==> src/sv/sqt_ram.sv <==
// ----------------------------------------------------------------------------
// sqt_ram
// generic single write, single read ram with registered read data
// ----------------------------------------------------------------------------
module sqt_ram #(
	parameter int WIDTH  = 33,
	parameter int DEPTH  = 16,
	parameter int ADDR_W = $clog2(DEPTH)
) (
	input  logic              clk,
	input  logic              wr_en,
	input  logic [ADDR_W-1:0] wr_addr,
	input  logic [WIDTH-1:0]  wr_data,
	input  logic [ADDR_W-1:0] rd_addr,
	output logic [WIDTH-1:0]  rd_data
);

	logic [WIDTH-1:0] mem_q [DEPTH];

	always_ff @(posedge clk) begin
		if (wr_en) begin
			mem_q[wr_addr] <= wr_data;
		end
		rd_data <= mem_q[rd_addr];
	end

endmodule

==> config.mk <==
export PLATFORM = sky130hd
export DESIGN_NAME = sqt_ram
export DESIGN_NICKNAME = d
export VERILOG_FILES = /design/src/sv/sqt_ram.sv
export SDC_FILE = /design/constraint.sdc
export NUM_CORES = 1
export LEC_CHECK = 0
export BUFFER_PORTS_ARGS = -buffer_cell sky130_fd_sc_hd__buf_2
export CELL_PAD_IN_SITES_DETAIL_PLACEMENT = 0
export CELL_PAD_IN_SITES_GLOBAL_PLACEMENT = 1
export CORE_MARGIN = 5
export CORE_UTILIZATION = 23
export DETAILED_ROUTE_END_ITERATION = 8
export PLACE_DENSITY = 0.47
export SLEW_MARGIN = 20
export SYNTH_ARGS = -nofsm -noshare
export SYNTH_HDL_FRONTEND = slang
export SYNTH_SLANG_ARGS = --single-unit
==> constraint.sdc <==
create_clock -name clk -period 6 [get_ports clk]
set_input_delay 1.5 -clock clk [delete_from_list [all_inputs] [get_ports clk]]
set_output_delay 1.5 -clock clk [all_outputs]
set_load 0.02 [all_outputs]
==> summary.txt <==
Setup path
  – Critical Path RT: roughly 6300 ps
  – Crit-path max FO: 24
  – CP bufs+invs: 2
  – Cell Chain, Critical Path: buf_2 -> nand3b_1 -> nor2_4 -> buf_4
  – Kind of critical path: in2reg
  – Reg2reg setup slack: 4640 ps
  – CP endpoint kind: register
  – CP max stage delay: 970 ps
  – CP startpoint kind: primary input
  – Top delay family on crit path: simple AND/OR/NAND/NOR gates
  – Crit-path slowest cell: nor2_4
  – Crit path DAT: ~3400 ps

Final layout
  – Fin nets: roughly 1000
  – FILL cells: 8733
  – Share of cells above drive strength 1: 32.0%
  – Diode count: 0
  – Area Overhead vs Synth: 19.4%

Clock tree
  – Root Driver: clkbuf_16
  – Clk slew on worst S/H paths: 60 ps
  – Clock sinks: ~560
  – TritonCTS clock tree: built
  – H-tree depth: 2
  – Post-CTS Setup Bufs: 0
  – CTS resizes: 0
  – Clock latency reported for the late side of the worst-skew pair: ~600 ps
  – Hold_buf cts: 0
  – Clock Path Buffers: 3
  – Total CTS buffers: 60

Placement
  – Port bufs: between 70 and 80
  – HPWL reported at the end of detailed placement: about 26 mm
  – Setup WS pre-CTS: ~2200 ps
  – GPL Wtd Cong: roughly 0.66

Run status
  – Outcome: completed

Timing
  – Fin crit period: between 3000 and 4000 ps
  – Fmax: around 320 MHz
  – Final Setup Violations: 0
  – Final Skew: 15.0 ps
  – Final hold vios: 0
  – Final period utilization: about half
  – Total negative slack: 0 ps
  – Slew @ Worst Pin: 1120 ps
  – RSZ-0062 raised after global routing: false
  – Slew margin rel.: 25.1%
  – Final worst slack: roughly 3000 ps
  – Slew Viols, Final: 0

Pwr
  – Comb power frac: under 10%
  – Leak: 7.78 nW
  – Pwr/cell area: 355 mW/mm^2
  – Int Pwr: just under 0.007 W
  – Sw Share: 20.7%
  – Worst VDD drop: roughly 220 uV
  – Reg power frac: 50.4%
  – Clock share of power: 44.9%
  – Switching pwr: ~0.0018 W

Yosys
  – Synth top cells by count: edfxtp_1 (528), mux4_2 (113), a22oi_1 (66)
  – Sequential share of the synthesized area: about four fifths
  – Mapped Nets: 907
  – Yosys top cell area share: between 70% and 80%
  – Synth Area per Inst: around 24 um^2
  – Async S/R FF share, synth: 0%
  – Synthesized netlist cell count: roughly 860
  – Synth warn: 0
  – Synth Register Bits: approximately 560
  – Post-synthesis cell area: roughly 0.021 mm^2
  – Most common cell in the netlist: edfxtp_1
  – Dominant synthesized flop cell: edfxtp_1
  – Synth unique cells: 20
  – Leading area contributor after synthesis: edfxtp_1
  – Synth top area cells: edfxtp_1 (77%), mux4_2 (12%), dfxtp_1 (3.2%)
  – EDFF count, synth: approximately 530

Die
  – DIE AREA: 0.0958 mm^2
  – DIE HEIGHT: a little over 300 um
  – Die Width: slightly above 300 um
  – Rows: between 100 and 150
  – Initial cell density of the core: 23.3%
  – Core ar.: just under 0.09 mm^2
  – Boundary Pins: between 70 and 80

Global routing
  – Antenna violations before repair: 6
  – GRT Resource Usage Total: a little over a tenth
  – Vias in the first global route: 9956
  – First-pass GRT wire length: between 70 and 80 mm
  – Global route overflow: 0
  – Largest net degree at the start of global routing: 83

Route
  – Post-Route WL: ~51 mm
  – Via count: between 9000 and 10000
  – Vias/cell: about 4.2
  – Drt initial violations: between 600 and 700
  – DR DRC count: 0
  – WL/cell: about 23 um
  – Pre-antenna DRT Iters: 5
  – Antenna viol nets, final: 0

Hold path
  – Hold crit path type: reg2reg

Job
  – Max Cap Viol: 0
==> power by group through the flow <==
stage	sequential [W]	combinational, W	clock (W)
after floorplan	0.00452	0.000215	0
after global placement	0.00449	0.000427	0
after detailed placement	0.00450	0.000431	0
final	0.00441	0.000416	0.00393
after global routing	0.00442	0.000453	0.00420
after CTS	0.00441	0.000431	0.00405
==> layout make-up <==
| type | count | area [um^2] | share of cell area (%) |
|---|---|---|---|
| flip-flops and latches | 561 | 16500 | 67.1 |
| multi-input cells | 258 | 3930 | 16.0 |
| clock buffers | 74 | 1610 | 6.52 |
| well taps | 1165 | 1460 | 5.92 |
| repair buffers | 99 | 628 | 2.55 |
| clock inverters | 37 | 489 | 1.99 |
==> sequential cells by signal (all words and copies together) (netlist names) <==
register / cells
mem_q: 528
rd_data: 33
==> layer usage <==
layer	global-route usage (%)	vias up	wire (um)
li1	-	3935	-
met1	15.6	4961	24700
met2	16.3	184	23200
met3	1.67	67	1920
met4	2.61	0	940
met5	0	-	0
==> stage by stage <==
stage	area [um^2]	hold slack, ps	total power (W)	util, %	instances
6_report	24600	660	0.00875	27.8	2194
5_1_grt	24600	689	0.00908	27.8	2194
4_1_cts	24600	664	0.00889	27.7	2193
3_5_place_dp	22500	649	0.00493	25.4	2082
3_3_place_gp	22500	642	0.00492	25.4	2082
2_1_floorplan	20600	622	0.00473	-	864
==> worst register-to-register path: stages, from the launching register on <==
cell and delay, ps:
edfxtp_1 360, mux4_2 490, a22oi_1 250, nand2_1 140
==> cell usage in the layout (no fill, tap or decap) <==
cell / synthesis / layout
or3b_2: 1 / 1
clkbuf_8: 0 / 4
nor2b_4: 0 / 2
bufinv_16: 0 / 12
nand3_1: 1 / 1
a22oi_1: 66 / 66
clkinv_4: 0 / 2
nor3_2: 0 / 4
nand2_1: 34 / 34
buf_6: 2 / 1
edfxtp_1: 528 / 528
nor2_4: 0 / 13
buf_4: 0 / 20
buf_12: 6 / 3
clkinvlp_4: 0 / 1
dfxtp_1: 33 / 33
clkbuf_1: 20 / 10
clkbuf_16: 0 / 61
buf_2: 12 / 73
mux4_1: 19 / 19
buf_16: 0 / 1
and2_2: 0 / 1
mux4_2: 113 / 113
clkinv_1: 0 / 5
clkinv_2: 0 / 17
nand3b_1: 2 / 2
nand2b_1: 2 / 2
==> final timing paths <==
check,from,end,depth (start not counted)
min reg2reg,mem_q[15][5]$_DFFE_PP_,rd_data[5]$_DFF_P_,3
min,mem_q[15][5]$_DFFE_PP_,rd_data[5]$_DFF_P_,3
max reg2reg,mem_q[3][13]$_DFFE_PP_,rd_data[13]$_DFF_P_,3
max,wr_addr[3],mem_q[5][15]$_DFFE_PP_,4
==> logic make-up after synthesis <==
group	share of synthesized area, %
AO/OA/AOI/OAI	2.40
AND/OR/NAND/NOR	1.24
buffers and inverters	1.55
flip-flops	80.1
multiplexers	14.8
Note: power is estimated with default switching activity, not from simulation.
