==> config.mk <==
export PLATFORM = sky130hd
export DESIGN_NAME = sqt_cell
export DESIGN_NICKNAME = d
export VERILOG_FILES = /design/src/sv/sqt_pkg.sv /design/src/sv/sqt_cell.sv
export SDC_FILE = /design/constraint.sdc
export NUM_CORES = 1
export LEC_CHECK = 0
export BUFFER_PORTS_ARGS = -buffer_cell sky130_fd_sc_hd__buf_2
export CAP_MARGIN = 25
export CELL_PAD_IN_SITES_DETAIL_PLACEMENT = 1
export CELL_PAD_IN_SITES_GLOBAL_PLACEMENT = 1
export CORE_MARGIN = 2
export CORE_UTILIZATION = 36
export CTS_BUF_LIST = sky130_fd_sc_hd__clkbuf_8
export DETAILED_ROUTE_END_ITERATION = 16
export GPL_TIMING_DRIVEN = 0
export PLACE_DENSITY = 0.94
export SKIP_CTS_REPAIR_TIMING = 1
export SLEW_MARGIN = 30
export SYNTH_ARGS = -nofsm -noshare
export SYNTH_HDL_FRONTEND = slang
export SYNTH_SLANG_ARGS = --single-unit
==> constraint.sdc <==
create_clock -name clk -period 11.13 [get_ports clk]
set_input_delay 0.5565 -clock clk [delete_from_list [all_inputs] [get_ports clk]]
set_output_delay 0.5565 -clock clk [all_outputs]
set_load 0.005 [all_outputs]
==> src/sv/sqt_pkg.sv <==
// ----------------------------------------------------------------------------
// sqt_pkg
// shared types and codes of the sorted timer queue
// ----------------------------------------------------------------------------
package sqt_pkg;

	localparam int ID_W       = 4;
	localparam int TIME_W     = 64;
	localparam int IN_DELTA_W = 32;

	// item kinds
	localparam logic [1:0] KIND_START = 2'd0;
	localparam logic [1:0] KIND_STOP  = 2'd1;
	localparam logic [1:0] KIND_TICK  = 2'd2;

	// cell operations
	localparam logic [2:0] CELL_HOLD   = 3'd0;
	localparam logic [2:0] CELL_MARK   = 3'd1;
	localparam logic [2:0] CELL_SHIFT  = 3'd2;
	localparam logic [2:0] CELL_POP    = 3'd3;
	localparam logic [2:0] CELL_INSERT = 3'd4;

	typedef struct packed {
		logic [1:0]            kind;
		logic [ID_W-1:0]       timer_id;
		logic [IN_DELTA_W-1:0] delta;
		logic                  repetitive;
	} item_t;

	typedef struct packed {
		logic [ID_W-1:0]   fired_id;
		logic [TIME_W-1:0] fire_time;
		logic              rearmed;
		logic              last;
	} result_t;

	typedef struct packed {
		logic              valid;
		logic [TIME_W-1:0] deadline;
		logic [ID_W-1:0]   owner;
	} cell_data_t;

	typedef struct packed {
		logic [2:0]        op;
		logic [TIME_W-1:0] new_deadline;
		logic [ID_W-1:0]   new_owner;
		logic [ID_W-1:0]   match_id;
	} cell_cmd_t;

	localparam cell_data_t EMPTY_CELL = '{valid: 1'b0, deadline: '0, owner: '0};

endpackage

==> src/sv/sqt_cell.sv <==
// ----------------------------------------------------------------------------
// sqt_cell
// one slot of the sorted timer chain
// ----------------------------------------------------------------------------
module sqt_cell (
	input  logic                clk,
	input  logic                arst_n,
	input  sqt_pkg::cell_cmd_t  cmd,
	input  sqt_pkg::cell_data_t prev_data,
	input  sqt_pkg::cell_data_t next_data,
	input  logic                prev_gt,
	input  logic                prev_hole,
	output sqt_pkg::cell_data_t data,
	output logic                gt,
	output logic                hole
);

	import sqt_pkg::*;

	logic              valid_q;
	logic [TIME_W-1:0] deadline_q;
	logic [ID_W-1:0]   owner_q;
	logic              hole_q;

	assign data = '{valid: valid_q, deadline: deadline_q, owner: owner_q};
	assign hole = hole_q;

	// new deadline goes before this cell
	assign gt = !valid_q || (deadline_q > cmd.new_deadline);

	always_ff @(posedge clk or negedge arst_n) begin
		if (!arst_n) begin
			valid_q <= 1'b0;
			hole_q  <= 1'b0;
		end else begin
			case (cmd.op)
				CELL_MARK: begin
					hole_q <= valid_q && (owner_q == cmd.match_id);
				end
				CELL_SHIFT: begin
					if (hole_q) begin
						valid_q <= next_data.valid;
					end
					hole_q <= prev_hole && valid_q;
				end
				CELL_POP: begin
					valid_q <= next_data.valid;
				end
				CELL_INSERT: begin
					if (prev_gt) begin
						valid_q <= prev_data.valid;
					end else if (gt) begin
						valid_q <= 1'b1;
					end
				end
				default: begin
				end
			endcase
		end
	end

	always_ff @(posedge clk) begin
		case (cmd.op)
			CELL_SHIFT: begin
				if (hole_q) begin
					deadline_q <= next_data.deadline;
					owner_q    <= next_data.owner;
				end
			end
			CELL_POP: begin
				deadline_q <= next_data.deadline;
				owner_q    <= next_data.owner;
			end
			CELL_INSERT: begin
				if (prev_gt) begin
					deadline_q <= prev_data.deadline;
					owner_q    <= prev_data.owner;
				end else if (gt) begin
					deadline_q <= cmd.new_deadline;
					owner_q    <= cmd.new_owner;
				end
			end
			default: begin
			end
		endcase
	end

endmodule

==> metrics, run 1 <==
outcome complete, no violations; FILL cells 1823; clock tree from TritonCTS yes; total track usage 0.256; commonest non-fill, non-tap cell in the layout buf_2; Placed Area 7070 um2; CP Cell Sequence ha_1, nand4_1, nor4_4, nand4_1, or3_4, a31oi_1, o21ai_1, buf_2; Tightest Pin Transition 0.806 ns; average wire per standard cell 18.9 um; VDD IR max 45.3 uV; P&R area growth vs syn 36.1%; worst slack, placed 7.49 ns; die area 15700 um2; Final min period 3.47 ns; Yosys warnings 0; vias in the first global route 6199; number of DRC markers in iteration 0 177; FF/Latch Area 2090 um2; crit path capture type output pin; port bufs 286; Detailed Route WL 19900 um; final hold vios 0; io pins 288; Post-synth EDFFs 68; global-route wire length before repair 31500 um; Clock Sinks 70; Max-Slew Margin vs Limit 0.463; Power Density 105 nW/um2; cell mode on critical path nand4_1; crit-path max FO 4; CP required 10.57 ns; Syn Area/Cell 9.48 um2; initial antenna violation count 1; Die Width 125 um; slowest cell on the critical path nor4_4; initial core utilization 0.367; htree depth 3; Mapped Nets 841; Synth cell types 37; period utilization 0.311; clock buffer depth 2; die height 125 um; commonest cells after routing, fill and taps aside buf_2, nand2_1, inv_1, mux2i_1, edfxtp_1; CP Data Arrival Time 2.91 ns; CP Class flop to output pin; hold path cells 3; pin count of the biggest net entering global routing 22; MaxCap Viol Count 0; layout cells sized above 1 0.362; Vias per Instance 5.26; row cnt 44; Syn Inst Count 560; Setup Skew 0.0164 ns; HPWL after DPL 16500 um; Root Buffer clkbuf_8; Async S/R FF share, synth 0.0286; nets 1142; Hold Crit Start next_data[61]; Worst-path clk slew 0.08 ns; non-filler cells, final 1050; antenna-violating nets left 0; CP bufs+invs 1; gr ovfl total 0; Worst Setup Start Kind flop; R2R setup slack 7.77 ns; post-layout instance area 7230 um2; fmax 289 MHz; total number of vias 5521; residual DRC count 0; Placer Congestion 0.828; Mapped Area 5310 um2; Synth Flop Type edfxtp_1; fin util 0.499; cts bufs inserted 9; family with the most delay on the worst path simple AND/OR/NAND/NOR gates; Worst R2R End deadline_q[46]$_DFFE_PP_; Reg2Reg Depth 9; Final WS setup 7.66 ns; TNS Setup 0 ns; post-synthesis sequential area ratio 0.394; Clk Latency, worst-skew pair 0.36 ns; hold crit path type input pin to flop; #FFs+latches synth 70; RSZ-0062 raised after global routing false; slowest cell delay on critical path 0.46 ns; worst hold endpoint deadline_q[57]$_DFFE_PP_; max-slew violation count 0; 1st-pass router iterations 4; FF-to-FF Start deadline_q[43]$_DFFE_PP_; area of the multi-input gates 2870 um2; static leakage 3.80 nW; final setup violation count 0; Core Box Area 14500 um2; dpl cells 1033
## report_power, final
group	internal, mW	switching [mW]
Combinational	0.109	0.130
Clock	0.0755	0.101
Sequential	0.325	0.0154
## registers in the layout, summed over array words and instances, names as in the netlist
signal      cells
hole            1
valid_q         1
owner_q         4
deadline_q     64
## cell type report
class / instances / share of cell area
multi-input combinational: 397 / 0.398
sequential: 70 / 0.290
timing repair buffer: 290 / 0.211
inverter: 69 / 0.0358
tap: 184 / 0.0319
clock buffer: 9 / 0.0171
buffer: 24 / 0.0135
clock inverter: 6 / 0.00329
antenna: 1 / 0.000346
## how the worst max path moves through the flow
stage,endpoint,depth (start not counted),startpoint,slack (ns)
floorplan,deadline_q[0]$_DFFE_PP_,8,cmd[69],5.87
global placement,deadline_q[37]$_DFFE_PP_,9,cmd[51],3.79
detailed placement,deadline_q[45]$_DFFE_PP_,11,cmd[54],7.49
CTS,gt,8,deadline_q[46]$_DFFE_PP_,7.66
global route,gt,8,deadline_q[43]$_DFFE_PP_,7.47
finish,gt,8,deadline_q[43]$_DFFE_PP_,7.66
## metrics by stage
stage | total power, mW | hold WS [ns]
final | 0.755 | 0.465
after global placement | 0.566 | 0.357
after global routing | 0.801 | 0.473
after floorplan | 0.462 | 0.261
after detailed placement | 0.585 | 0.356
after CTS | 0.761 | -0.0327
## routing by layer
metal,up-vias,track usage,share of wire
met1,2664,0.275,0.38
met2,204,0.474,0.52
met3,45,0.0582,0.058
met4,0,0.114,0.038
met5,-,0,0
li1,2608,-,-
## cells in the mapped netlist (all sizes together), types with 2 or more instances
cell type,number,share of area
xnor2,4,0.0066
nor2,5,0.0035
a221oi,3,0.0049
dfrtp,2,0.0094
o211ai,4,0.0057
a21oi,29,0.027
nor4,3,0.010
mux2i,68,0.13
nand2,89,0.063
inv,69,0.049
clkbuf,11,0.0078
nor3,5,0.0047
ha,64,0.15
o21ai,83,0.078
nand3,7,0.0066
edfxtp,68,0.38
nand4,17,0.025
a22oi,3,0.0042
buf,13,0.011
## kinds of logic (layout without fill, tap and decap cells)
logic type	Yosys count	after routing	share of synthesized area
AND/OR/NAND/NOR	132	132	0.122
flip-flops	70	70	0.394
XOR/XNOR	4	4	0.00660
other	0	1	0
adder cells (fa/ha/maj)	64	64	0.151
buffers and inverters	93	398	0.0672
multiplexers	69	69	0.130
AO/OA/AOI/OAI	128	128	0.129
## tightest hold or removal path, stage by stage
cell and delay [ns]:
buf_2 0.08, nand2_1 0.03, o21ai_0 0.05
Power figures use the tool's default switching activity.
==> inputs of run 2 (changes only) <==
--- a/config.mk
+++ b/config.mk
@@ -10,11 +10,11 @@
 export CELL_PAD_IN_SITES_DETAIL_PLACEMENT = 1
 export CELL_PAD_IN_SITES_GLOBAL_PLACEMENT = 1
 export CORE_MARGIN = 2
-export CORE_UTILIZATION = 36
+export CORE_UTILIZATION = 30
 export CTS_BUF_LIST = sky130_fd_sc_hd__clkbuf_8
 export DETAILED_ROUTE_END_ITERATION = 16
 export GPL_TIMING_DRIVEN = 0
-export PLACE_DENSITY = 0.94
+export PLACE_DENSITY = 0.84
 export SKIP_CTS_REPAIR_TIMING = 1
 export SLEW_MARGIN = 30
 export SYNTH_ARGS = -nofsm -noshare
==> constraint.sdc (replaced) <==
create_clock -name clk -period 2.9 [get_ports clk]
set_input_delay 0.145 -clock clk [delete_from_list [all_inputs] [get_ports clk]]
set_output_delay 0.145 -clock clk [all_outputs]
set_load 0.005 [all_outputs]
==> run 2 against run 1 <==
Die area grew 19%. Combinational power increased to 4.0 times the previous value. Design area grew 4.1%. Power increased to 3.9 times the previous value. Via count decreased by 1.5%. Clock-buffer cell count stayed put. Wire length decreased by 1.3%. First-iteration DRC count fell by 12%. Hold slack got worse by 0.44 ns. Sequential share of layout area is 1.2 points lower. Clock power rose to 3.9 times the previous value. Clock skew is 0.0047 ns lower. Critical endpoint unchanged.
==> metrics, run 2 (synthesis gave the netlist of run 1 again) <==
FILL cells 2137 (was 1823); RSZ-0062 raised after global routing true (was false); number of DRC markers in iteration 0 155 (was 177); slowest cell on the critical path edfxtp_1 (was nor4_4); Placed Area 7160 um2 (was 7070 um2); fmax 359 MHz; Core Box Area 17300 um2 (was 14500 um2); clock buffer depth 2 (unchanged); Switching Share 0.324 (was 0.326); biggest regs deadline_q (64), owner_q (4) (unchanged); nets 1157 (was 1142); Int Pwr 1.99 mW (was 509 uW); Setup Skew 0.0117 ns (was 0.0164 ns); outcome complete, no violations (unchanged); clock tree from TritonCTS yes (unchanged); P&R area growth vs syn 41.7% (was 36.1%); Tightest Pin Transition 0.833 ns (was 0.806 ns); Root Buffer clkbuf_8 (unchanged); global-route wire length before repair 29300 um (was 31500 um); CP bufs+invs 2 (was 1); non-filler cells, final 1106 (was 1050); commonest non-fill, non-tap cell in the layout buf_2 (unchanged); Max-Slew Margin vs Limit 0.445 (was 0.463); crit path capture type output pin (unchanged); VDD IR max 169 uV (was 45.3 uV); Clk Latency, worst-skew pair 0.37 ns (was 0.36 ns); Worst-path clk slew 0.08 ns (about the same); initial core utilization 0.307 (was 0.367); average wire per standard cell 17.7 um (was 18.9 um); HPWL after DPL 16300 um (was 16500 um); static leakage 3.87 nW (was 3.80 nW); vias in the first global route 5801 (was 6199); total track usage 0.206 (was 0.256); hold crit path type input pin to flop (unchanged); Final WS setup 0.115 ns (was 7.66 ns); Clock Sinks 70 (unchanged); cell mode on critical path nand4_1 (unchanged); MaxCap Viol Count 0 (unchanged); io pins 288 (unchanged); layout cells sized above 1 0.382 (was 0.362); die height 137 um (was 125 um); pin count of the biggest net entering global routing 21 (was 22); cts bufs inserted 9 (unchanged); worst slack, placed -0.246 ns (was 7.49 ns); residual DRC count 0 (unchanged); dpl cells 1075 (was 1033); final setup violation count 0 (unchanged); CP Cell Sequence ha_4, nand4_1, nor4_4, buf_4, nand4_1, or3_4, a31oi_1, o21ai_1, buf_2 (was ha_1, nand4_1, nor4_4, nand4_1, or3_4, a31oi_1, o21ai_1, buf_2); Worst Setup Start Kind flop (unchanged); Detailed Route WL 19600 um (was 19900 um); Largest register FFs 64 (unchanged); Vias per Instance 4.92 (was 5.26); final hold vios 0 (unchanged); commonest cells after routing, fill and taps aside buf_2, nand2_1, inv_1, mux2i_1, edfxtp_1 (unchanged); Clock power frac 0.231 (was 0.233); CP Data Arrival Time 2.64 ns (was 2.91 ns); initial antenna violation count 2 (was 1); htree depth 3 (unchanged); crit-path max FO 4 (unchanged); period utilization 0.960; Placer Congestion 0.777 (was 0.828); die area 18800 um2 (was 15700 um2); Final min period 2.79 ns; most flop-heavy register deadline_q (unchanged); Gate power share 0.325 (was 0.316); total number of vias 5439 (was 5521); row cnt 48 (was 44); CP required 2.76 ns (was 10.57 ns); family with the most delay on the worst path simple AND/OR/NAND/NOR gates (unchanged); Die Width 137 um (was 125 um); post-layout instance area 7520 um2 (was 7230 um2); slowest cell delay on critical path 0.44 ns (was 0.46 ns); gr ovfl total 0 (unchanged); port bufs 286 (unchanged); Power Density 391 nW/um2 (was 105 nW/um2); 1st-pass router iterations 4 (unchanged); antenna-violating nets left 0 (unchanged); max-slew violation count 0 (unchanged); Seq pwr share 0.444 (was 0.451); CP Class flop to output pin (unchanged); Net Sw Power 953 uW (was 246 uW)
run 2: cell types whose count changed in the layout (fill, tap and decap cells not counted), sizes merged:
| cell | previous run | this run |
|---|---|---|
| buf | 302 | 316 |
| inv | 72 | 71 |
| clkinv | 3 | 4 |
| clkbuf | 20 | 21 |
run 2: power by group through the flow:
stage	combinational, mW	sequential (mW)	clock [mW]
after floorplan	0.440	1.33	0
after global placement	0.845	1.33	0
after detailed placement	0.922	1.33	0
after CTS	0.928	1.31	0.709
after global routing	1.08	1.32	0.735
final	0.957	1.31	0.680
run 2: worst paths after layout:
path	slack [ns]	start	cells past startpoint	endpoint
min in group asynchronous	0.09	arst_n	2	valid_q$_DFFE_PN0P_
max in group asynchronous	2.71	arst_n	2	hole$_DFFE_PN0P_
max reg2reg	0.12	deadline_q[35]$_DFFE_PP_	10	deadline_q[47]$_DFFE_PP_
min	0.03	cmd[73]	3	hole$_DFFE_PN0P_
min reg2reg	0.59	hole$_DFFE_PN0P_	2	hole$_DFFE_PN0P_
max	0.11	deadline_q[35]$_DFFE_PP_	9	gt
run 2: worst min-delay path: stages:
cell     delay [ns]
buf_2          0.11
nand2_1        0.05
nand3_1        0.05
run 2: layout make-up:
cell class	instances	area [um2]	area share
repair buffers	305	1650	0.219
flip-flops and latches	70	2090	0.278
multi-input cells	397	3000	0.399
inverters	69	259	0.0344
well taps	225	282	0.0374
clock buffers	9	124	0.0165
diodes	1	2.50	0.000333
clock inverters	6	22.5	0.00299
plain buffers	24	97.6	0.0130
run 2: routing by layer:
metal	global-route usage	vias to the layer above	wire, um
met3	0.0559	28	1480
met4	0.0819	2	382
met5	0	-	11
li1	-	2644	-
met2	0.382	190	10100
met1	0.219	2575	7590
run 2: stage by stage:
step	hold slack, ns	setup TNS [ns]	utilization	total power [mW]
floorplan	-0.151	-12.56	-	1.77
global placement	-0.0592	-74.97	0.408	2.18
detailed placement	-0.0588	-10.85	0.414	2.25
CTS	-0.473	-12.09	0.422	2.94
global route	0.0470	-0.0300	0.435	3.13
finish	0.0268	0	0.435	2.95
==> inputs of run 3 (changes only) <==
--- a/config.mk
+++ b/config.mk
@@ -5,12 +5,13 @@
 export SDC_FILE = /design/constraint.sdc
 export NUM_CORES = 1
 export LEC_CHECK = 0
+export ABC_AREA = 1
 export BUFFER_PORTS_ARGS = -buffer_cell sky130_fd_sc_hd__buf_2
 export CAP_MARGIN = 25
 export CELL_PAD_IN_SITES_DETAIL_PLACEMENT = 1
 export CELL_PAD_IN_SITES_GLOBAL_PLACEMENT = 1
 export CORE_MARGIN = 2
-export CORE_UTILIZATION = 30
+export CORE_UTILIZATION = 29
 export CTS_BUF_LIST = sky130_fd_sc_hd__clkbuf_8
 export DETAILED_ROUTE_END_ITERATION = 16
 export GPL_TIMING_DRIVEN = 0
==> run 3 against run 2 <==
Global-route usage rose by 0.13 points. Critical path type is now flop to flop. Worst setup slack improved by 0.22 ns. Core utilization shrank 3.0 points. Via count rose by 7.7%. Largest cell class unchanged. Flip-flop and latch count unchanged. Clock skew about the same. Design area down 3.0%.
==> metrics, run 3 <==
Root Buffer clkbuf_8 (unchanged); outcome complete, no violations (unchanged); crit path capture type flop (was output pin); number of DRC markers in iteration 0 252 (was 155); CP Class flop to flop (was flop to output pin); Clk Latency, worst-skew pair 0.37 ns (about the same); clock tree from TritonCTS yes (unchanged); static leakage 3.88 nW (was 3.87 nW); commonest cells after routing, fill and taps aside buf_2, nand2_1, inv_1, nor2_1 (was buf_2, nand2_1, inv_1, mux2i_1, edfxtp_1); largest family of logic cells by synthesized area simple AND/OR/NAND/NOR gates (was adder cells); synth top area cells edfxtp_1, nand2_1, ha_1 (was edfxtp_1, ha_1, mux2i_1); clock buffer depth 2 (unchanged); Worst Setup Start Kind flop (unchanged); cts bufs inserted 9 (unchanged); CP Data Arrival Time 2.63 ns (was 2.64 ns); Gate power share 0.275 (was 0.325); XOR/XNOR Fraction of Synth Area 0.00654 (was 0.00660); antenna-violating nets left 0 (unchanged); Switching Share 0.318 (was 0.324); post-synthesis mux area share 0 (was 0.130); worst slack, placed -0.128 ns (was -0.246 ns); total track usage 0.207 (was 0.206); Syn Inst Count 698 (was 560); Simple-Gate Fraction of Synth Area 0.240 (was 0.122); #FFs+latches synth 70 (unchanged); post-synthesis sequential area ratio 0.391 (was 0.394); final setup violation count 0 (unchanged); most flop-heavy register deadline_q (unchanged); die height 140 um (was 137 um); Compound-Gate Fraction of Synth Area 0.121 (was 0.129); Yosys warnings 0 (unchanged); layout cells sized above 1 0.328 (was 0.382); htree depth 3 (unchanged); RSZ-0062 raised after global routing false (was true); Final min period 2.56 ns (was 2.79 ns); synth cell count leaders nand2_1, inv_1, nor2_1 (was nand2_1, inv_1, edfxtp_1, mux2i_1, ha_1); period utilization 0.884 (was 0.960); count leader, synth nand2_1 (unchanged); residual DRC count 0 (unchanged); Setup Skew 0.0114 ns (was 0.0117 ns); max-slew violation count 0 (unchanged); 1st-pass router iterations 4 (unchanged); CP required 2.96 ns (was 2.76 ns); non-filler cells, final 1234 (was 1106); Clock Sinks 70 (unchanged); Syn Area/Cell 7.67 um2 (was 9.48 um2); Mapped Nets 979 (was 841); Worst-path clk slew 0.07 ns (was 0.08 ns); fmax 390 MHz (was 359 MHz); Clock power frac 0.260 (was 0.231); Post-synth EDFFs 68 (unchanged); Tightest Pin Transition 0.722 ns (was 0.833 ns); die area 19600 um2 (was 18800 um2); Int Pwr 1.81 mW (was 1.99 mW); vias in the first global route 6152 (was 5801); Net Sw Power 844 uW (was 953 uW); gr ovfl total 0 (unchanged); Yosys top cell area share 0.381 (was 0.385); P&R area growth vs syn 36.3% (was 41.7%); final hold vios 0 (unchanged); HPWL after DPL 16700 um (was 16300 um); Vias per Instance 4.75 (was 4.92); biggest regs deadline_q (64), owner_q (4) (unchanged); average wire per standard cell 16.6 um (was 17.7 um); nets 1281 (was 1157); Placer Congestion 0.821 (was 0.777); adder-cell share of the synthesized area 0.150 (was 0.151); port bufs 286 (unchanged); Max-Slew Margin vs Limit 0.518 (was 0.445); Synth Flop Type edfxtp_1 (unchanged); Synth cell types 28 (was 37); initial core utilization 0.297 (was 0.307); Largest register FFs 64 (unchanged); pin count of the biggest net entering global routing 25 (was 21); global-route wire length before repair 31800 um (was 29300 um); io pins 288 (unchanged); crit-path max FO 10 (was 4); commonest non-fill, non-tap cell in the layout buf_2 (unchanged); cell taking the most area after synthesis edfxtp_1 (unchanged); dpl cells 1215 (was 1075); hold crit path type input pin to flop (unchanged); row cnt 49 (was 48); Async S/R FF share, synth 0.0286 (unchanged); Die Width 140 um (was 137 um); MaxCap Viol Count 0 (unchanged); total number of vias 5856 (was 5439); initial antenna violation count 1 (was 2); Detailed Route WL 20400 um (was 19600 um); Mapped Area 5350 um2 (was 5310 um2); Core Box Area 18000 um2 (was 17300 um2); Power Density 364 nW/um2 (was 391 nW/um2); Seq pwr share 0.465 (was 0.444); Final WS setup 0.337 ns (was 0.115 ns); VDD IR max 169 uV (about the same)
==> run 3: changes by cell type in the layout (fill, tap and decap cells not counted), moves of 9 or more <==
cell     before  now
o21ai_0      26    5
nand2_1      89  224
a31oi_1       1   68
nor2_1        5   88
buf_2       289  302
o21ai_1      56    0
buf_1         9    0
mux2i_1      68    0
inv_1        71   90
buf_4        14    2
==> run 3: stage by stage <==
| stage | hold WS [ns] | instance area (um2) | power (mW) | TNS, ns | util |
|---|---|---|---|---|---|
| 5_1_grt | 0.0785 | 7300 | 2.82 | 0 | 0.405 |
| 2_1_floorplan | -0.151 | 5360 | 1.62 | -1.23 | - |
| 4_1_cts | -0.459 | 7270 | 2.68 | -5.39 | 0.403 |
| 3_3_place_gp | -0.0455 | 7080 | 1.95 | -58.98 | 0.393 |
| 3_5_place_dp | -0.0510 | 7120 | 1.99 | -5.47 | 0.395 |
| 6_report | 0.0582 | 7300 | 2.65 | 0 | 0.405 |
==> run 3: path summary, 6_finish.rpt <==
| path | startpoint | end | slack, ns | cells after the start |
|---|---|---|---|---|
| setup / recovery | deadline_q[63]$_DFFE_PP_ | deadline_q[4]$_DFFE_PP_ | 0.34 | 13 |
| hold / removal | prev_hole | hole$_DFFE_PN0P_ | 0.06 | 3 |
| setup reg to reg | deadline_q[63]$_DFFE_PP_ | deadline_q[4]$_DFFE_PP_ | 0.34 | 13 |
| hold reg to reg | hole$_DFFE_PN0P_ | hole$_DFFE_PN0P_ | 0.60 | 2 |
| max in group asynchronous | arst_n | valid_q$_DFFE_PN0P_ | 2.67 | 2 |
| min in group asynchronous | arst_n | hole$_DFFE_PN0P_ | 0.13 | 2 |
==> run 3: cell type report <==
cell class,instances,area (um2)
Fill cell,2370,10700
Multi-Input combinational cell,505,2770
Sequential cell,70,2090
Timing Repair Buffer,290,1500
Inverter,92,349
Tap cell,229,287
Buffer,31,150
Clock buffer,9,124
Clock inverter,6,23.8
Timing Repair inverter,1,7.51
Antenna cell,1,2.50
==> run 3: critical path, stage by stage (launching register included) <==
cell and delay (ns):
edfxtp_1 0.42, ha_1 0.31, nand2_1 0.07, nor2_2 0.14
nand2_1 0.13, nor3b_2 0.23, nand2_1 0.10, o21bai_1 0.16
nand2_1 0.07, nand2_2 0.06, nand3_2 0.07, nand2_2 0.12
clkinvlp_4 0.17, buf_4 0.22
==> run 3: cells by family (layout without fill, tap and decap cells) <==
| group | Yosys count | count (layout) |
|---|---|---|
| flops | 70 | 70 |
| compound gates | 107 | 107 |
| other cells | 0 | 1 |
| buf+inv | 123 | 429 |
| xor+xnor | 4 | 4 |
| fa+ha+maj | 64 | 64 |
| simple gates | 330 | 330 |
==> run 3: power groups by stage <==
| stage | Sequential (mW) | Combinational, mW | Clock [mW] |
|---|---|---|---|
| after detailed placement | 1.26 | 0.733 | 0 |
| after global placement | 1.26 | 0.697 | 0 |
| after global routing | 1.24 | 0.836 | 0.744 |
| final | 1.23 | 0.730 | 0.690 |
| after floorplan | 1.26 | 0.360 | 0 |
| after CTS | 1.23 | 0.737 | 0.704 |
==> run 3: layer usage <==
metal	vias to the layer above	GRT usage	share of wire
li1	2918	-	-
met1	2725	0.246	0.42
met2	192	0.373	0.51
met3	21	0.0475	0.059
met4	0	0.0584	0.015
met5	-	0	0
